File: src/design/tbpf_pkg.sv
// Shared types, constants and helpers for the background tile pixel fetch block.
package tbpf_pkg;

  localparam int unsigned VMEM_DEPTH = 8192;
  localparam int unsigned VMEM_AW    = 13;
  localparam int unsigned CFG_AW     = 4;
  localparam int unsigned CFG_DW     = 32;

  localparam logic [VMEM_AW-1:0] MAP_LOW_BASE  = 13'h1800;
  localparam logic [VMEM_AW-1:0] MAP_HIGH_BASE = 13'h1C00;

  localparam int unsigned CTRL_UNSIGNED_BIT = 4;
  localparam int unsigned CTRL_HIGH_MAP_BIT = 3;

  localparam logic [7:0] PAN_X_RST       = 8'd0;
  localparam logic [7:0] PAN_Y_RST       = 8'd0;
  localparam logic [7:0] LCD_CONTROL_RST = 8'd145;

  // Register index, taken from paddr[3:2]
  typedef enum logic [1:0] {
    REG_PAN_X       = 2'd0,
    REG_PAN_Y       = 2'd1,
    REG_LCD_CONTROL = 2'd2
  } reg_idx_t;

  typedef enum logic {
    REQ_WRITE = 1'b0,
    REQ_PIXEL = 1'b1
  } req_kind_t;

  // One queued job: a memory write, or a pixel with its map address
  typedef struct packed {
    req_kind_t          kind;
    logic [VMEM_AW-1:0] addr;   // write address or tile map address
    logic [7:0]         data;   // write byte, or {2'b0, bx[2:0], by[2:0]}
  } job_t;

  // Status of the job queue as seen by front and back
  typedef struct packed {
    logic full;
    logic empty;
  } q_stat_t;

  typedef enum logic [1:0] {
    ST_IDLE = 2'd0,
    ST_MAP  = 2'd1,
    ST_ROW  = 2'd2
  } back_st_t;

  function automatic logic [31:0] gray_shade(input logic [1:0] idx);
    logic [31:0] shade;
    case (idx)
      2'd0:    shade = 32'hFFFFFFFF;
      2'd1:    shade = 32'hAAAAAAAA;
      2'd2:    shade = 32'h66666666;
      default: shade = 32'h11111111;
    endcase
    return shade;
  endfunction

endpackage

File: src/design/tbpf_in_if.sv
// Request channel: video memory writes and pixel requests.
interface tbpf_in_if;
  logic       valid;
  logic       ready;
  logic       req_type;
  logic [12:0] mem_address;
  logic [7:0] write_data;
  logic [7:0] pixel_x;
  logic [7:0] pixel_y;

  modport source (output valid, req_type, mem_address, write_data, pixel_x, pixel_y,
                  input ready);
  modport sink   (input valid, req_type, mem_address, write_data, pixel_x, pixel_y,
                  output ready);
endinterface

File: src/design/tbpf_front.sv
// Front end: accept requests, drop off-screen pixels, form the tile map address.
module tbpf_front #(
  parameter int unsigned SCREEN_WIDTH  = 160,
  parameter int unsigned SCREEN_HEIGHT = 144
) (
  tbpf_in_if.sink           in_req,
  input  logic [7:0]        pan_x,
  input  logic [7:0]        pan_y,
  input  logic [7:0]        lcd_control,
  input  tbpf_pkg::q_stat_t q_stat,
  output logic              push,
  output tbpf_pkg::job_t    push_job
);

  logic       on_screen;
  logic [7:0] bx;
  logic [7:0] by;
  logic [tbpf_pkg::VMEM_AW-1:0] map_base;

  assign in_req.ready = !q_stat.full;

  // Screen bounds and background coordinate, wrapping modulo 256
  assign on_screen = ({1'b0, in_req.pixel_x} < 9'(SCREEN_WIDTH)) &&
                     ({1'b0, in_req.pixel_y} < 9'(SCREEN_HEIGHT));
  assign bx = in_req.pixel_x + pan_x;
  assign by = in_req.pixel_y + pan_y;

  assign map_base = lcd_control[tbpf_pkg::CTRL_HIGH_MAP_BIT] ?
                    tbpf_pkg::MAP_HIGH_BASE : tbpf_pkg::MAP_LOW_BASE;

  // Classify and build the queued job
  always_comb begin
    push_job = '0;
    if (in_req.req_type == tbpf_pkg::REQ_WRITE) begin
      push_job.kind = tbpf_pkg::REQ_WRITE;
      push_job.addr = in_req.mem_address;
      push_job.data = in_req.write_data;
      push = in_req.valid && !q_stat.full;
    end else begin
      push_job.kind = tbpf_pkg::REQ_PIXEL;
      push_job.addr = map_base + {3'b000, by[7:3], bx[7:3]};
      push_job.data = {2'b00, bx[2:0], by[2:0]};
      push = in_req.valid && !q_stat.full && on_screen;
    end
  end

endmodule

File: src/flat_wrapper.sv
// flat-port wrapper written by rule: the top's interface ports become plain ports
module tbpf_front_flat 
#(
  parameter int unsigned SCREEN_WIDTH  = 160,
  parameter int unsigned SCREEN_HEIGHT = 144
)
  (pan_x, pan_y, lcd_control, q_stat, push, push_job, in_req_valid, in_req_req_type, in_req_mem_address, in_req_write_data, in_req_pixel_x, in_req_pixel_y, in_req_ready);
  tbpf_in_if in_req_i ();
  input  logic [7:0] pan_x;
  input  logic [7:0] pan_y;
  input  logic [7:0] lcd_control;
  input  tbpf_pkg::q_stat_t q_stat;
  output logic push;
  output tbpf_pkg::job_t push_job;
  input wire logic [$bits(in_req_i.valid)-1:0] in_req_valid;
  input wire logic [$bits(in_req_i.req_type)-1:0] in_req_req_type;
  input wire logic [$bits(in_req_i.mem_address)-1:0] in_req_mem_address;
  input wire logic [$bits(in_req_i.write_data)-1:0] in_req_write_data;
  input wire logic [$bits(in_req_i.pixel_x)-1:0] in_req_pixel_x;
  input wire logic [$bits(in_req_i.pixel_y)-1:0] in_req_pixel_y;
  output wire logic [$bits(in_req_i.ready)-1:0] in_req_ready;
  assign in_req_i.valid = in_req_valid;
  assign in_req_i.req_type = in_req_req_type;
  assign in_req_i.mem_address = in_req_mem_address;
  assign in_req_i.write_data = in_req_write_data;
  assign in_req_i.pixel_x = in_req_pixel_x;
  assign in_req_i.pixel_y = in_req_pixel_y;
  assign in_req_ready = in_req_i.ready;
  tbpf_front #(.SCREEN_WIDTH(SCREEN_WIDTH), .SCREEN_HEIGHT(SCREEN_HEIGHT)) u_core (.in_req(in_req_i), .pan_x(pan_x), .pan_y(pan_y), .lcd_control(lcd_control), .q_stat(q_stat), .push(push), .push_job(push_job));
endmodule
File: config.mk
export PLATFORM = sky130hd
export DESIGN_NAME = tbpf_front_flat
export DESIGN_NICKNAME = d
export VERILOG_FILES = /design/src/design/tbpf_pkg.sv /design/src/design/tbpf_in_if.sv /design/src/design/tbpf_front.sv /design/src/flat_wrapper.sv
export SDC_FILE = /design/constraint.sdc
export NUM_CORES = 1
export LEC_CHECK = 0
export BUFFER_PORTS_ARGS = -buffer_cell sky130_fd_sc_hd__buf_2
export CELL_PAD_IN_SITES_DETAIL_PLACEMENT = 1
export CELL_PAD_IN_SITES_GLOBAL_PLACEMENT = 1
export CORE_ASPECT_RATIO = 1.2
export CORE_MARGIN = 10
export CORE_UTILIZATION = 25
export DETAILED_ROUTE_END_ITERATION = 10
export PLACE_DENSITY = 0.94
export SETUP_SLACK_MARGIN = 0.1
export SLEW_MARGIN = 20
export SYNTH_ARGS = -nofsm -noshare
export SYNTH_HDL_FRONTEND = slang
export SYNTH_SLANG_ARGS = --single-unit
File: constraint.sdc
create_clock -name vclk -period 2.1
set_clock_uncertainty 0.15 [all_clocks]
set_input_delay 0.105 -clock vclk [all_inputs]
set_output_delay 0.105 -clock vclk [all_outputs]
set_load 0.01 [all_outputs]
==> metrics <==
Setup Crit Path Kind in2out; Cell Area, Synth 970 µm²; placed cells roughly 260; GR Util All Layers 0.110; antenna violations before repair 0; global route overflow 0; CP max FO 3; fin crit share 0.905; vias after detailed routing approximately 1300; Period minus WS final about 1.9 ns; PortBufs 81; Max transition margin 0.759; share of cells above drive strength 1 0.464; Worst Hold Path Cells 3; max-cap viol count 0; f_max between 0.5 and 0.6 GHz; CP max stage delay approximately 0.41 ns; Final Hold Viols 0; worst-path cell chain buf_2 -> ha_1 -> inv_1 -> fa_1 -> nor2b_2 -> o31ai_2 -> a211o_1 -> nand3_1 -> buf_2; Worst EP required approximately 1.9 ns; clock buffer count 0; # rows 24; Layout Nets approximately 290; DR pass1 iterations 4; FILL cells 497; n_diodes 0; Layout area overhead 47.9%; critical path's most frequent cell buf_2; leak pwr approximately 0.71 nW; first-pass GRT wire length roughly 6.6 mm; synth top area cells ha_1 (18%), mux2_2 (5.8%), nand2_1 (5.4%); startpoint types input port; final setup TNS 0 ns; post-detail-place hpwl between 3 and 4 mm; Initial Util 0.263; Post-Syn Nets roughly 210; vias per inst about 5.0; Final Instance Area roughly 0.0014 mm²; routability cong. about 0.78; Die ar. just under 0.007 mm²; vias in the first global route ~1500; Seq/Total Area, Yosys 0; hold crit path type in2out; Residual DRC 0; Die H approximately 88 µm; RSZ-0062 raised after global routing true; Worst path depth 9; synthesized instance count around 130; CP arrival 1.65 ns; Yosys warnings 0; unique cell type count in the Yosys netlist between 40 and 50; Core ar. roughly 0.0037 mm²; Worst-Margin Slew around 0.36 ns; crit path capture type primary output; FF+latch count 0; WL per Instance ~15 µm; Hold Slack 0.319 ns; Detail Route Antenna Nets 0; maximum number of pins on one net before global-route repair 27; CP max stage cell fa_1; largest area contributor in the netlist ha_1; FF+latch area 0 µm²; Mapped Avg Cell Area 7.35 µm²; Buf+Inv Stages, Crit Path 3; Slew Limit Fails 0; Worst VDD drop between 0.08 and 0.09 mV; PD cells roughly 260 mW/mm²; CP top delay family adder cells; fin util 0.388; Setup-failing EPs final 0; First DRT Iteration DRCs 34; Die W 76.9 µm; run status finished clean; Finished Layout Cells between 200 and 300; routed wire length between 4 and 5 mm; Cell Area, Placed 0.00141 mm²; Ports slightly below 90; share of the synthesized area in the top cell type 0.181
synthesized netlist by cell type, drive strengths merged (2+ instances only):
cell type	number
o311ai	3
o21bai	4
inv	12
nor2b	5
nor3	4
fa	2
or4	2
mux2	5
o311a	2
nand4b	2
a21o	3
or2	2
nor2	2
a31oi	2
buf	6
nor4	2
xnor2	4
nand3	3
o21ai	6
or3	2
o2bb2ai	4
nand2	14
a211oi	5
ha	14
o21a	4
a21oi	4
o31ai	5
report_power, final:
group          switching, W  internal (W)
combinational      0.000199      0.000180
sequential                0             0
clock                     0             0
total              0.000199      0.000180
stage by stage:
step                setup slack, ns  total power (W)
floorplan                     0.468         0.000228
global placement              0.200         0.000363
detailed placement            0.125         0.000375
CTS                           0.120         0.000378
global route                 0.0785         0.000425
finish                        0.200         0.000379
area by class of cell:
class | count | area, µm² | area share
well taps | 52 | 65.1 | 0.0454
repair buffers | 83 | 420 | 0.293
inverters | 12 | 45.0 | 0.0314
multi-input cells | 114 | 903 | 0.630
repair_timing:
action / in CTS / in global routing
hold buffers: 0 / 0
resized for setup: 0 / 4
endpoints found under the hold margin: 0 / 0
setup buffers: 0 / 0
endpoints found under the setup margin: 0 / 4
layout by cell type (no fill, tap or decap), types with 3 or more instances in the layout:
cell type / netlist / routed
o21ai_0: 4 / 4
ha_1: 14 / 14
buf_2: 3 / 81
o21bai_1: 4 / 4
o2bb2ai_1: 4 / 4
nand2_1: 14 / 14
o31ai_1: 5 / 3
mux2_2: 5 / 5
o21a_1: 4 / 4
nand3_1: 3 / 3
a21oi_1: 4 / 4
a21o_1: 3 / 3
inv_1: 11 / 11
nor2b_1: 5 / 4
a211oi_1: 3 / 3
nor3_1: 4 / 4
xnor2_1: 4 / 4
worst paths after layout:
path,from,to,slack (ns)
worst max-delay path,in_req_pixel_x[0],push_job[11],0.20
worst min-delay path,q_stat[1],in_req_ready,0.32
logic make-up after synthesis:
group                      after synthesis  share of synthesized area
buffers and inverters                   18                     0.0890
adders and majority gates               16                      0.222
and+or+nand+nor                         43                      0.239
AOI/OAI and AO/OA                       46                      0.356
muxes                                    5                     0.0581
xor gates and xnor gates                 4                     0.0361
layer usage:
metal / routed length (µm) / GRT usage / share of wire / vias up
li1: - / - / - / 657
met1: 1450 / 0.108 / 0.36 / 608
met2: 2290 / 0.237 / 0.57 / 41
met3: 283 / 0.0284 / 0.070 / 0
met4: 0 / 0 / 0 / 0
met5: 0 / 0 / 0 / -
No activity file was read; power rests on OpenSTA's default activity.
