[src/design/tbpf_pkg.sv]
// Shared types, constants and helpers for the background tile pixel fetch block.
package tbpf_pkg;

  localparam int unsigned VMEM_DEPTH = 8192;
  localparam int unsigned VMEM_AW    = 13;
  localparam int unsigned CFG_AW     = 4;
  localparam int unsigned CFG_DW     = 32;

  localparam logic [VMEM_AW-1:0] MAP_LOW_BASE  = 13'h1800;
  localparam logic [VMEM_AW-1:0] MAP_HIGH_BASE = 13'h1C00;

  localparam int unsigned CTRL_UNSIGNED_BIT = 4;
  localparam int unsigned CTRL_HIGH_MAP_BIT = 3;

  localparam logic [7:0] PAN_X_RST       = 8'd0;
  localparam logic [7:0] PAN_Y_RST       = 8'd0;
  localparam logic [7:0] LCD_CONTROL_RST = 8'd145;

  // Register index, taken from paddr[3:2]
  typedef enum logic [1:0] {
    REG_PAN_X       = 2'd0,
    REG_PAN_Y       = 2'd1,
    REG_LCD_CONTROL = 2'd2
  } reg_idx_t;

  typedef enum logic {
    REQ_WRITE = 1'b0,
    REQ_PIXEL = 1'b1
  } req_kind_t;

  // One queued job: a memory write, or a pixel with its map address
  typedef struct packed {
    req_kind_t          kind;
    logic [VMEM_AW-1:0] addr;   // write address or tile map address
    logic [7:0]         data;   // write byte, or {2'b0, bx[2:0], by[2:0]}
  } job_t;

  // Status of the job queue as seen by front and back
  typedef struct packed {
    logic full;
    logic empty;
  } q_stat_t;

  typedef enum logic [1:0] {
    ST_IDLE = 2'd0,
    ST_MAP  = 2'd1,
    ST_ROW  = 2'd2
  } back_st_t;

  function automatic logic [31:0] gray_shade(input logic [1:0] idx);
    logic [31:0] shade;
    case (idx)
      2'd0:    shade = 32'hFFFFFFFF;
      2'd1:    shade = 32'hAAAAAAAA;
      2'd2:    shade = 32'h66666666;
      default: shade = 32'h11111111;
    endcase
    return shade;
  endfunction

endpackage

[src/design/tbpf_queue.sv]
// Two-entry job queue between front and back end.
module tbpf_queue (
  input  logic              clk,
  input  logic              rst_n,
  input  logic              push,
  input  tbpf_pkg::job_t    push_job,
  input  logic              pop,
  output tbpf_pkg::job_t    head,
  output tbpf_pkg::q_stat_t q_stat
);

  tbpf_pkg::job_t slot_r [2];
  logic       wr_ptr_r, wr_ptr_nxt;
  logic       rd_ptr_r, rd_ptr_nxt;
  logic [1:0] count_r, count_nxt;

  assign head         = slot_r[rd_ptr_r];
  assign q_stat.full  = (count_r == 2'd2);
  assign q_stat.empty = (count_r == 2'd0);

  // Advance pointers and fill level
  always_comb begin
    wr_ptr_nxt = push ? !wr_ptr_r : wr_ptr_r;
    rd_ptr_nxt = pop  ? !rd_ptr_r : rd_ptr_r;
    count_nxt  = count_r;
    if (push && !pop) begin
      count_nxt = count_r + 2'd1;
    end else if (pop && !push) begin
      count_nxt = count_r - 2'd1;
    end
  end

  always_ff @(posedge clk) begin
    if (!rst_n) begin
      wr_ptr_r <= 1'b0;
      rd_ptr_r <= 1'b0;
      count_r  <= 2'd0;
    end else begin
      wr_ptr_r <= wr_ptr_nxt;
      rd_ptr_r <= rd_ptr_nxt;
      count_r  <= count_nxt;
    end
  end

  // Store pushed job
  always_ff @(posedge clk) begin
    if (push) begin
      slot_r[wr_ptr_r] <= push_job;
    end
  end

endmodule

[config.mk]
export PLATFORM = sky130hd
export DESIGN_NAME = tbpf_queue
export DESIGN_NICKNAME = d
export VERILOG_FILES = /design/src/design/tbpf_pkg.sv /design/src/design/tbpf_queue.sv
export SDC_FILE = /design/constraint.sdc
export NUM_CORES = 1
export LEC_CHECK = 0
export ABC_AREA = 1
export BUFFER_PORTS_ARGS = -buffer_cell sky130_fd_sc_hd__buf_2
export CORE_MARGIN = 4
export CORE_UTILIZATION = 54
export DETAILED_ROUTE_END_ITERATION = 10
export GPL_TIMING_DRIVEN = 0
export PLACE_DENSITY = 0.93
export SLEW_MARGIN = 20
export SYNTH_ARGS = -nofsm -noshare
export SYNTH_HDL_FRONTEND = slang
export SYNTH_SLANG_ARGS = --single-unit
[constraint.sdc]
create_clock -name clk -period 3 [get_ports clk]
set_clock_uncertainty 0.1 [all_clocks]
set_input_delay 0.15 -clock clk [delete_from_list [all_inputs] [get_ports clk]]
set_output_delay 0.15 -clock clk [all_outputs]
set_load 0.05 [all_outputs]
==> impl_metrics.csv, run 1 <==
group,metric,value,unit
status,outcome,"finished, final reports clean",
global_routing,grt_pass1_wl,5460,µm
synthesis,synth_nets,130,
floorplanning,row_count,20,
route,dr.pass1.iters,3,
min_path,hp-class,"in -> reg",
floorplanning,initial_core_util,58.2,%
synthesis,syn_area,1820,µm²
synthesis,yosysWarnings,0,
synthesis,ys_seq_area_share,78.1,%
critical_path,reg2reg_to,"slot_r[1][4]$_DFFE_PP_",
sta,fmax,560,MHz
clock_network,cts_sinks,49,
floorplanning,die_area,4360,µm²
sta,fin_setup_tns,0,ps
critical_path,cp-start-kind,"flop",
clock_network,clkTransAtPathRegs,130,ps
synthesis,syn_inst,103,
global_routing,antenna_found_initial,0,
critical_path,rr_worst_depth,2,
place,place_congestion,0.734,
synthesis,synth-xor-area-share,0,%
final_layout,area_delta_synth_final,35.6,%
synthesis,yosys.area_share.adder,0.688,%
min_path,hold_depth,2,
min_path,min_from,"push_job[12]",
clock_network,htree_num_levels,2,
clock_network,cts_setup_buffers,0,
place,port_buffers,49,
critical_path,path_max_fanout,10,
min_path,hold_end,"slot_r[1][12]$_DFFE_PP_",
power,irDropWorstVdd,0.386,mV
clock_network,cts_tree,"yes",
sta,tightest_slew,851,ps
route,drt_iter0_drc,24,
critical_path,crit_arrival,1530,ps
place,placed_area,2140,µm²
synthesis,synth_compound_gate_area_share,0.550,%
critical_path,regToRegStartpoint,"wr_ptr_r$_SDFFE_PN0P_",
route,wl,3340,µm
power,power.leakage,0.986,nW
sta,max_slew_margin,43.2,%
global_routing,overflow,0,
route,ant_nets,0,
place,hpwl,2120,µm
floorplanning,fp.dieW,66.0,µm
power,combPwrFrac,18.8,%
final_layout,final_util,78.8,%
final_layout,antennaDiodeCount,0,
route,vias_per_cell,4.82,
job,maxCapViolations,0,
synthesis,ys_types,12,
final_layout,design_area,2470,µm²
critical_path,crit_path_end_kind,"primary output",
final_layout,nets,212,
sta,fin_hold_ws,411,ps
floorplanning,core,3130,µm²
critical_path,cp.required,2750,ps
sta,period_share,59.5,%
route,drc_errors,0,
floorplanning,die_h,66.0,µm
synthesis,synth.area.mux_share,13.6,%
sta,hold_violations,0,
clock_network,clockBufferDepth,2,
route,vias,1109,
power,powerDensity,581,nW/µm²
power,p_seq_share,55.6,%
synthesis,synth_simple_gate_area_share,4.13,%
global_routing,grt_max_degree,23,
final_layout,drive_above_1_share,44.1,%
sta,finalSetupViolations,0,
sta,grt_setup_unrepaired,"false",
clock_network,clock_latency,360,ps
synthesis,synth_top_area_share,72.6,%
synthesis,synth_top_family_by_area,"multiplexers",
synthesis,synth.area.top_cells,"edfxtp_1 73%, mux2_2 14%, dfxtp_1 5.5%, nor2_1 1.9%, inv_1 1.7%",
synthesis,synth_seq_cells,49,
critical_path,worst-setup-path-type,"reg -> out",
global_routing,grtUsageTotal,17.3,%
clock_network,numCtsBuffers,5,
floorplanning,ios,50,
power,pwr-share-clk,25.6,%
global_routing,first_global_vias,1187,
final_layout,fillers,204,
critical_path,reg2reg_setup_slack,1440,ps
power,p_sw,0.383,mW
sta,finalMaxSlewViolations,0,
route,wire_per_inst,14.5,µm
sta,post-route-min-period,1780,ps
power,switching_share,26.7,%
clock_network,cts_root_buffer,"clkbuf_4",
synthesis,syn_avg_cell_area,17.7,µm²
synthesis,synth_top_area_cell,"edfxtp_1",
power,p_int,1.05,mW
-- stage by stage --
step                std cells  worst slack [ps]  power [mW]
floorplan                 103              1230       0.991
CTS                       230              1200        1.45
detailed placement        197              1430        1.06
finish                    230              1220        1.43
global placement          196               810        1.05
global route              230              1140        1.50
-- Yosys cell counts --
cell type and number:
nand2_1 8, inv_1 8, buf_6 2, edfxtp_1 44, nand4_1 1, a21oi_1 1
ha_1 1, nand3_1 1, mux2_2 22, dfxtp_1 5, o21ai_0 1, nor2_1 9
-- layout by cell type, fill, tap and decap left out, drive strengths merged --
cell type,count
nand2,8
ha,1
inv,8
dlygate4sd3,25
edfxtp,44
mux2,22
nor2,9
a21oi,1
nand4,1
clkinv,1
nand3,1
o21ai,1
dfxtp,5
clkbuf,5
clkinvlp,1
bufinv,1
buf,52
-- repair_timing --
item / CTS / global route
hold endpoints to repair: 49 / 0
hold buffers: 25 / 0
gates resized for setup: 0 / 0
setup endpoints to repair: 0 / 0
-- critical path: stages (launching register included) --
cell and delay [ps]:
dfxtp_1 440, buf_6 190, mux2_2 350, buf_2 210
-- sequential cells by signal, summed over array words and instances (netlist names), named ones only --
| register | count |
|---|---|
| rd_ptr_r | 1 |
| wr_ptr_r | 1 |
| count_r | 2 |
| slot_r | 44 |
-- kinds of logic after synthesis --
kind of cell | after synthesis
adder cells (fa/ha/maj) | 1
AO/OA/AOI/OAI | 2
AND/OR/NAND/NOR | 19
flip-flops | 49
multiplexers | 22
buffers and inverters | 10
-- how the worst max path moves through the flow --
stage,start,to,depth (start not counted)
3_3_place_gp,wr_ptr_r$_SDFFE_PN0P_,slot_r[0][12]$_DFFE_PP_,1
6_report,flop,head[19],3
3_5_place_dp,wr_ptr_r$_SDFFE_PN0P_,slot_r[1][11]$_DFFE_PP_,2
5_1_grt,flop,head[17],3
2_1_floorplan,wr_ptr_r$_SDFFE_PN0P_,slot_r[0][0]$_DFFE_PP_,1
4_1_cts,flop,head[19],3
-- power by group through the flow --
stage / Sequential, mW / Clock [mW] / Combinational [mW]
4_1_cts: 0.798 / 0.377 / 0.270
3_5_place_dp: 0.814 / 0 / 0.244
3_3_place_gp: 0.811 / 0 / 0.235
2_1_floorplan: 0.809 / 0 / 0.181
5_1_grt: 0.801 / 0.409 / 0.288
6_report: 0.798 / 0.366 / 0.270
-- routing by layer --
| layer | global-route usage, % | vias up | routed length [µm] |
|---|---|---|---|
| li1 | - | 541 | - |
| met1 | 18.9 | 528 | 1230 |
| met2 | 33.2 | 36 | 1860 |
| met3 | 3.91 | 4 | 210 |
| met4 | 4.82 | 0 | 40 |
| met5 | 0 | - | 0 |
-- area by class of cell --
class	instances	area [µm²]	area share (%)
plain buffers	2	22.5	0.913
clock buffers	5	37.5	1.52
clock inverters	3	41.3	1.67
inverters	8	30.0	1.22
multi-input cells	44	348	14.1
flip-flops and latches	49	1420	57.6
well taps	44	55.1	2.23
repair buffers	75	510	20.7
(Power assumes the default switching activity.)
==> inputs of run 2 (changes only) <==
CORE_UTILIZATION = 51   (was 54)
PLACE_DENSITY = 0.89   (was 0.93)
clock period = 1.75 ns   (was 3 ns; I/O delays follow)
==> run 2 against run 1 <==
Routed wire length fell by 9.1%. Flip-flop and latch count did not move. Combinational power rose by 68%. Critical endpoint is now head[6]. Largest power group unchanged.
==> impl_metrics.csv, run 2 (same netlist as run 1, synthesis figures left out) <==
group,metric,value,unit
final_layout,nets,211,
route,dr.pass1.iters,6,
final_layout,reg_top3,"slot_r (44), count_r (2)",
route,ant_nets,0,
global_routing,first_global_vias,1102,
route,vias,1083,
min_path,hp-class,"in -> reg",
clock_network,cts_sinks,49,
final_layout,fillers,227,
sta,period_share,95.0,%
critical_path,path_cells,"buf_6, mux2_2, buf_2",
critical_path,regToRegStartpoint,"wr_ptr_r$_SDFFE_PN0P_",
clock_network,cts_tree,"yes",
final_layout,top_register,"slot_r",
sta,max_slew_margin,44.1,%
route,drc_errors,0,
clock_network,clkTransAtPathRegs,130,ps
clock_network,htree_num_levels,2,
sta,post-route-min-period,1660,ps
critical_path,cp-start-kind,"flop",
critical_path,path_max_fanout,10,
floorplanning,die_area,4590,µm²
floorplanning,row_count,21,
power,powerDensity,946,nW/µm²
clock_network,numCtsBuffers,5,
sta,hold_violations,0,
critical_path,max_stage_delay,390,ps
clock_network,cts_setup_buffers,0,
clock_network,clockBufferDepth,2,
critical_path,crit_path_end_kind,"primary output",
sta,finalMaxSlewViolations,0,
floorplanning,initial_core_util,53.7,%
critical_path,cp.required,1560,ps
critical_path,critPathSlowestCell,"dfxtp_2",
critical_path,reg2reg_to,"slot_r[1][11]$_DFFE_PP_",
sta,finalSetupViolations,0,
final_layout,fin_cells,231,
final_layout,largest_register_ffs,44,
power,power.leakage,0.972,nW
final_layout,antennaDiodeCount,0,
status,outcome,"finished, final reports clean",
min_path,min_from,"push",
global_routing,grt_max_degree,23,
final_layout,area_delta_synth_final,33.9,%
clock_network,clock_latency,350,ps
sta,fmax,602,MHz
place,port_buffers,49,
sta,fin_hold_ws,136,ps
global_routing,overflow,0,
final_layout,drive_above_1_share,44.9,%
global_routing,grt_pass1_wl,4750,µm
floorplanning,die_h,67.7,µm
place,dpl.cell_count,198,
global_routing,grtUsageTotal,14.6,%
min_path,hold_depth,3,
place,hpwl,2010,µm
critical_path,crit_arrival,1470,ps
route,wl,3040,µm
route,wire_per_inst,13.1,µm
clock_network,cts_root_buffer,"clkbuf_4",
sta,grt_setup_unrepaired,"false",
floorplanning,core,3390,µm²
critical_path,worst-setup-path-type,"reg -> out",
job,maxCapViolations,0,
global_routing,antenna_found_initial,0,
place,place_congestion,0.669,
power,irDropWorstVdd,0.650,mV
critical_path,rr_worst_depth,2,
sta,tightest_slew,838,ps
critical_path,reg2reg_setup_slack,150,ps
floorplanning,ios,50,
floorplanning,fp.dieW,67.7,µm
final_layout,final_common_cell,"buf_2",
sta,fin_setup_tns,0,ps
route,drt_iter0_drc,53,
final_layout,final_cell_mix,"49 x buf_2, 44 x edfxtp_1, 25 x dlygate4sd3_1",
route,vias_per_cell,4.69,
min_path,hold_end,"slot_r[0][2]$_DFFE_PP_",
run 2: cell types whose count changed in the layout (fill, tap and decap cells not counted), sizes merged:
| cell | change |
|---|---|
| buf | -1 |
| bufinv | -1 |
| clkinv | +1 |
run 2: area by class of cell:
type | instances | area [µm²] | area share [%]
buffer | 2 | 22.5 | 0.924
tap | 46 | 57.6 | 2.36
inverter | 8 | 30.0 | 1.23
multi-input combinational | 44 | 353 | 14.5
sequential | 49 | 1420 | 58.4
clock inverter | 3 | 17.5 | 0.719
timing repair buffer | 74 | 495 | 20.3
clock buffer | 5 | 37.5 | 1.54
run 2: worst max-delay path by stage:
stage | depth (start not counted) | to | slack (ps) | start
6_report | 3 | head[6] | 90 | flop
2_1_floorplan | 1 | slot_r[0][0]$_DFFE_PP_ | 340 | wr_ptr_r$_SDFFE_PN0P_
5_1_grt | 3 | head[6] | 20 | flop
4_1_cts | 1 | slot_r[0][16]$_DFFE_PP_ | 20 | wr_ptr_r$_SDFFE_PN0P_
3_3_place_gp | 1 | slot_r[0][19]$_DFFE_PP_ | 70 | wr_ptr_r$_SDFFE_PN0P_
3_5_place_dp | 1 | slot_r[0][18]$_DFFE_PP_ | 50 | wr_ptr_r$_SDFFE_PN0P_
run 2: routing by layer:
metal / up-vias / wire, µm / global-route usage (%)
met2: 29 / 1640 / 26.4
met5: - / 0 / 0
met3: 3 / 194 / 5.66
met1: 514 / 1170 / 15.0
li1: 537 / - / -
met4: 0 / 29 / 6.08
run 2: what timing repair did:
| action | 4_1_cts | 5_1_grt |
|---|---|---|
| endpoints found under the setup margin | 1 | 0 |
| hold endpoints to repair | 49 | 0 |
| resized for setup | 1 | 0 |
| hold buffers | 25 | 0 |
run 2: critical path, delay by kind of cell (launching register included):
family / cells / cell delay [ps]
DFF: 1 / 390
buffers and inverters: 2 / 370
muxes: 1 / 350
run 2: through the flow:
step                      utilization (%)  worst slack, ps  power, mW  instance area (µm²)
after detailed placement             62.7             52.5       1.81                 2120
final                                71.9             88.1       2.31                 2440
after global placement               62.7             72.7       1.79                 2120
after floorplan                         -              337       1.70                 1820
after global routing                 71.9             15.5       2.42                 2440
after CTS                            71.7             20.6       2.33                 2430
run 2: where the power goes:
group	switching, mW	leakage, nW	internal (mW)	total (mW)
Combinational	0.298	0.486	0.156	0.454
Sequential	0.0223	0.455	1.35	1.37
Clock	0.332	0.0310	0.152	0.483
==> inputs of run 3 (changes only) <==
CORE_MARGIN = not set   (was 4)
CORE_UTILIZATION = 53   (was 51)
CTS_BUF_LIST = sky130_fd_sc_hd__clkbuf_8   (was not set)
PLACE_DENSITY = 0.92   (was 0.89)
==> run 3 against run 2 <==
Combinational power grew 2%. Sequential power barely moved. Worst setup slack gained 23 ps. First-iteration DRC count decreased by 45%. Final cell count down 0.43%. Sequential share of layout area is 2.0 points lower. Non-clock buffer count grew 1. Clock-buffer cell count did not move. Routed wire length rose by 8.6%. Via count up 4.1%. Critical path type unchanged. Largest cell class unchanged. Largest power group unchanged. Highest routed layer unchanged.
==> impl_metrics.csv, run 3 (same netlist as run 1, synthesis figures left out) <==
group,metric,value,unit
clock_network,htree_num_levels,2,
route,vias_per_cell,4.90,
clock_network,clockBufferDepth,2,
power,p_int,2.07,mW
final_layout,largest_register_ffs,44,
global_routing,antenna_found_initial,0,
final_layout,area_delta_synth_final,38.6,%
sta,setup_ws,111,ps
clock_network,numCtsBuffers,5,
final_layout,drive_above_1_share,44.1,%
global_routing,first_global_vias,1172,
floorplanning,row_count,20,
sta,max_slew_margin,42.3,%
power,pwr-share-clk,33.2,%
global_routing,grt_pass1_wl,4860,µm
critical_path,cp.required,1560,ps
global_routing,grtUsageTotal,19.5,%
floorplanning,initial_core_util,57.7,%
final_layout,antennaDiodeCount,0,
clock_network,cts_tree,"yes",
final_layout,fin_cells,230,
power,p_seq_share,49.9,%
floorplanning,fp.dieW,60.6,µm
final_layout,nets,212,
floorplanning,die_h,60.6,µm
critical_path,crit_arrival,1450,ps
sta,finalMaxSlewViolations,0,
critical_path,path_max_fanout,10,
job,maxCapViolations,0,
place,port_buffers,49,
critical_path,cp-start-kind,"flop",
sta,grt_setup_unrepaired,"false",
critical_path,reg2reg_setup_slack,130,ps
critical_path,crit_path_end_kind,"primary output",
min_path,hp-class,"in -> reg",
clock_network,cts_sinks,49,
critical_path,rr_worst_depth,2,
clock_network,cts_setup_buffers,0,
power,power,2.74,mW
power,powerDensity,1090,nW/µm²
route,ant_nets,0,
route,dr.pass1.iters,4,
final_layout,multiInputGateArea,353,µm²
place,dpl.cell_count,196,
critical_path,regToRegStartpoint,"wr_ptr_r$_SDFFE_PN0P_",
place,place_ws,71.0,ps
global_routing,overflow,0,
sta,finalSetupViolations,0,
route,drc_errors,0,
place,hpwl,2120,µm
power,combPwrFrac,16.8,%
critical_path,cp-endpoint,"head[10]",
route,drt_iter0_drc,29,
final_layout,final_common_cell,"buf_2",
final_layout,final_cell_mix,"49 x buf_2, 44 x edfxtp_1, 26 x dlygate4sd3_1",
clock_network,cts_root_buffer,"clkbuf_8",
sta,hold_violations,0,
clock_network,clkTransAtPathRegs,80,ps
final_layout,top_register,"slot_r",
sta,post-route-min-period,1640,ps
clock_network,cts_resized,0,
clock_network,clock_latency,290,ps
critical_path,reg2reg_to,"slot_r[1][7]$_DFFE_PP_",
global_routing,grt_max_degree,23,
place,place_congestion,0.632,
route,vias,1127,
status,outcome,"finished, final reports clean",
sta,fin_setup_tns,0,ps
power,power.leakage,1.01,nW
power,p_sw,0.670,mW
route,wl,3300,µm
min_path,hold_depth,3,
sta,period_share,93.7,%
final_layout,fillers,189,
floorplanning,core,3150,µm²
power,switching_share,24.4,%
floorplanning,die_area,3670,µm²
sta,tightest_slew,864,ps
route,wire_per_inst,14.3,µm
sta,fmax,610,MHz
final_layout,reg_top3,"slot_r (44), count_r (2)",
final_layout,seqCellArea,1420,µm²
floorplanning,ios,50,
power,irDropWorstVdd,0.697,mV
critical_path,worst-setup-path-type,"reg -> out",
==> run 3: what timing repair did <==
action / 4_1_cts / 5_1_grt
hold buffers: 26 / 0
endpoints found under the setup margin: 0 / 0
hold endpoints to repair: 49 / 0
==> run 3: worst min path at each step <==
stage / from / to / slack (ps)
floorplan: push_job[0] / slot_r[0][0]$_DFFE_PP_ / 90
global placement: push_job[19] / slot_r[1][19]$_DFFE_PP_ / 180
detailed placement: push_job[14] / slot_r[0][14]$_DFFE_PP_ / 180
CTS: push / count_r[0]$_SDFFE_PN0P_ / 80
global route: push / count_r[0]$_SDFFE_PN0P_ / 130
finish: push / count_r[0]$_SDFFE_PN0P_ / 100
==> run 3: critical path: stages (launching register included) <==
cell     delay (ps)
dfxtp_1         420
buf_6           180
mux2_2          350
buf_2           210
==> run 3: layout make-up <==
class | count | area share (%)
inverters | 8 | 1.19
repair buffers | 75 | 20.0
multi-input cells | 44 | 14.0
plain buffers | 2 | 0.893
well taps | 44 | 2.18
clock inverters | 3 | 2.58
flip-flops and latches | 49 | 56.4
clock buffers | 5 | 2.73
==> run 3: through the flow <==
stage / hold slack [ps] / util (%) / cell area [µm²]
after detailed placement: 179 / 67.3 / 2120
after global routing: 133 / 80.0 / 2520
final: 102 / 80.0 / 2520
after CTS: 84.1 / 79.8 / 2520
after floorplan: 86.4 / - / 1820
after global placement: 176 / 67.3 / 2120
==> run 3: power groups by stage <==
stage	logic [mW]	clock network, mW	registers, mW
finish	0.461	0.911	1.37
floorplan	0.311	0	1.39
global route	0.489	0.969	1.37
detailed placement	0.414	0	1.40
CTS	0.461	0.926	1.37
global placement	0.399	0	1.39
==> run 3: layer usage <==
layer  wire [µm]  part of all wire (%)  track usage [%]
met5           0                     0                0
met4          63                   1.9             9.74
met3         112                   3.4             5.12
met2        1920                    58             39.1
met1        1210                    37             17.7
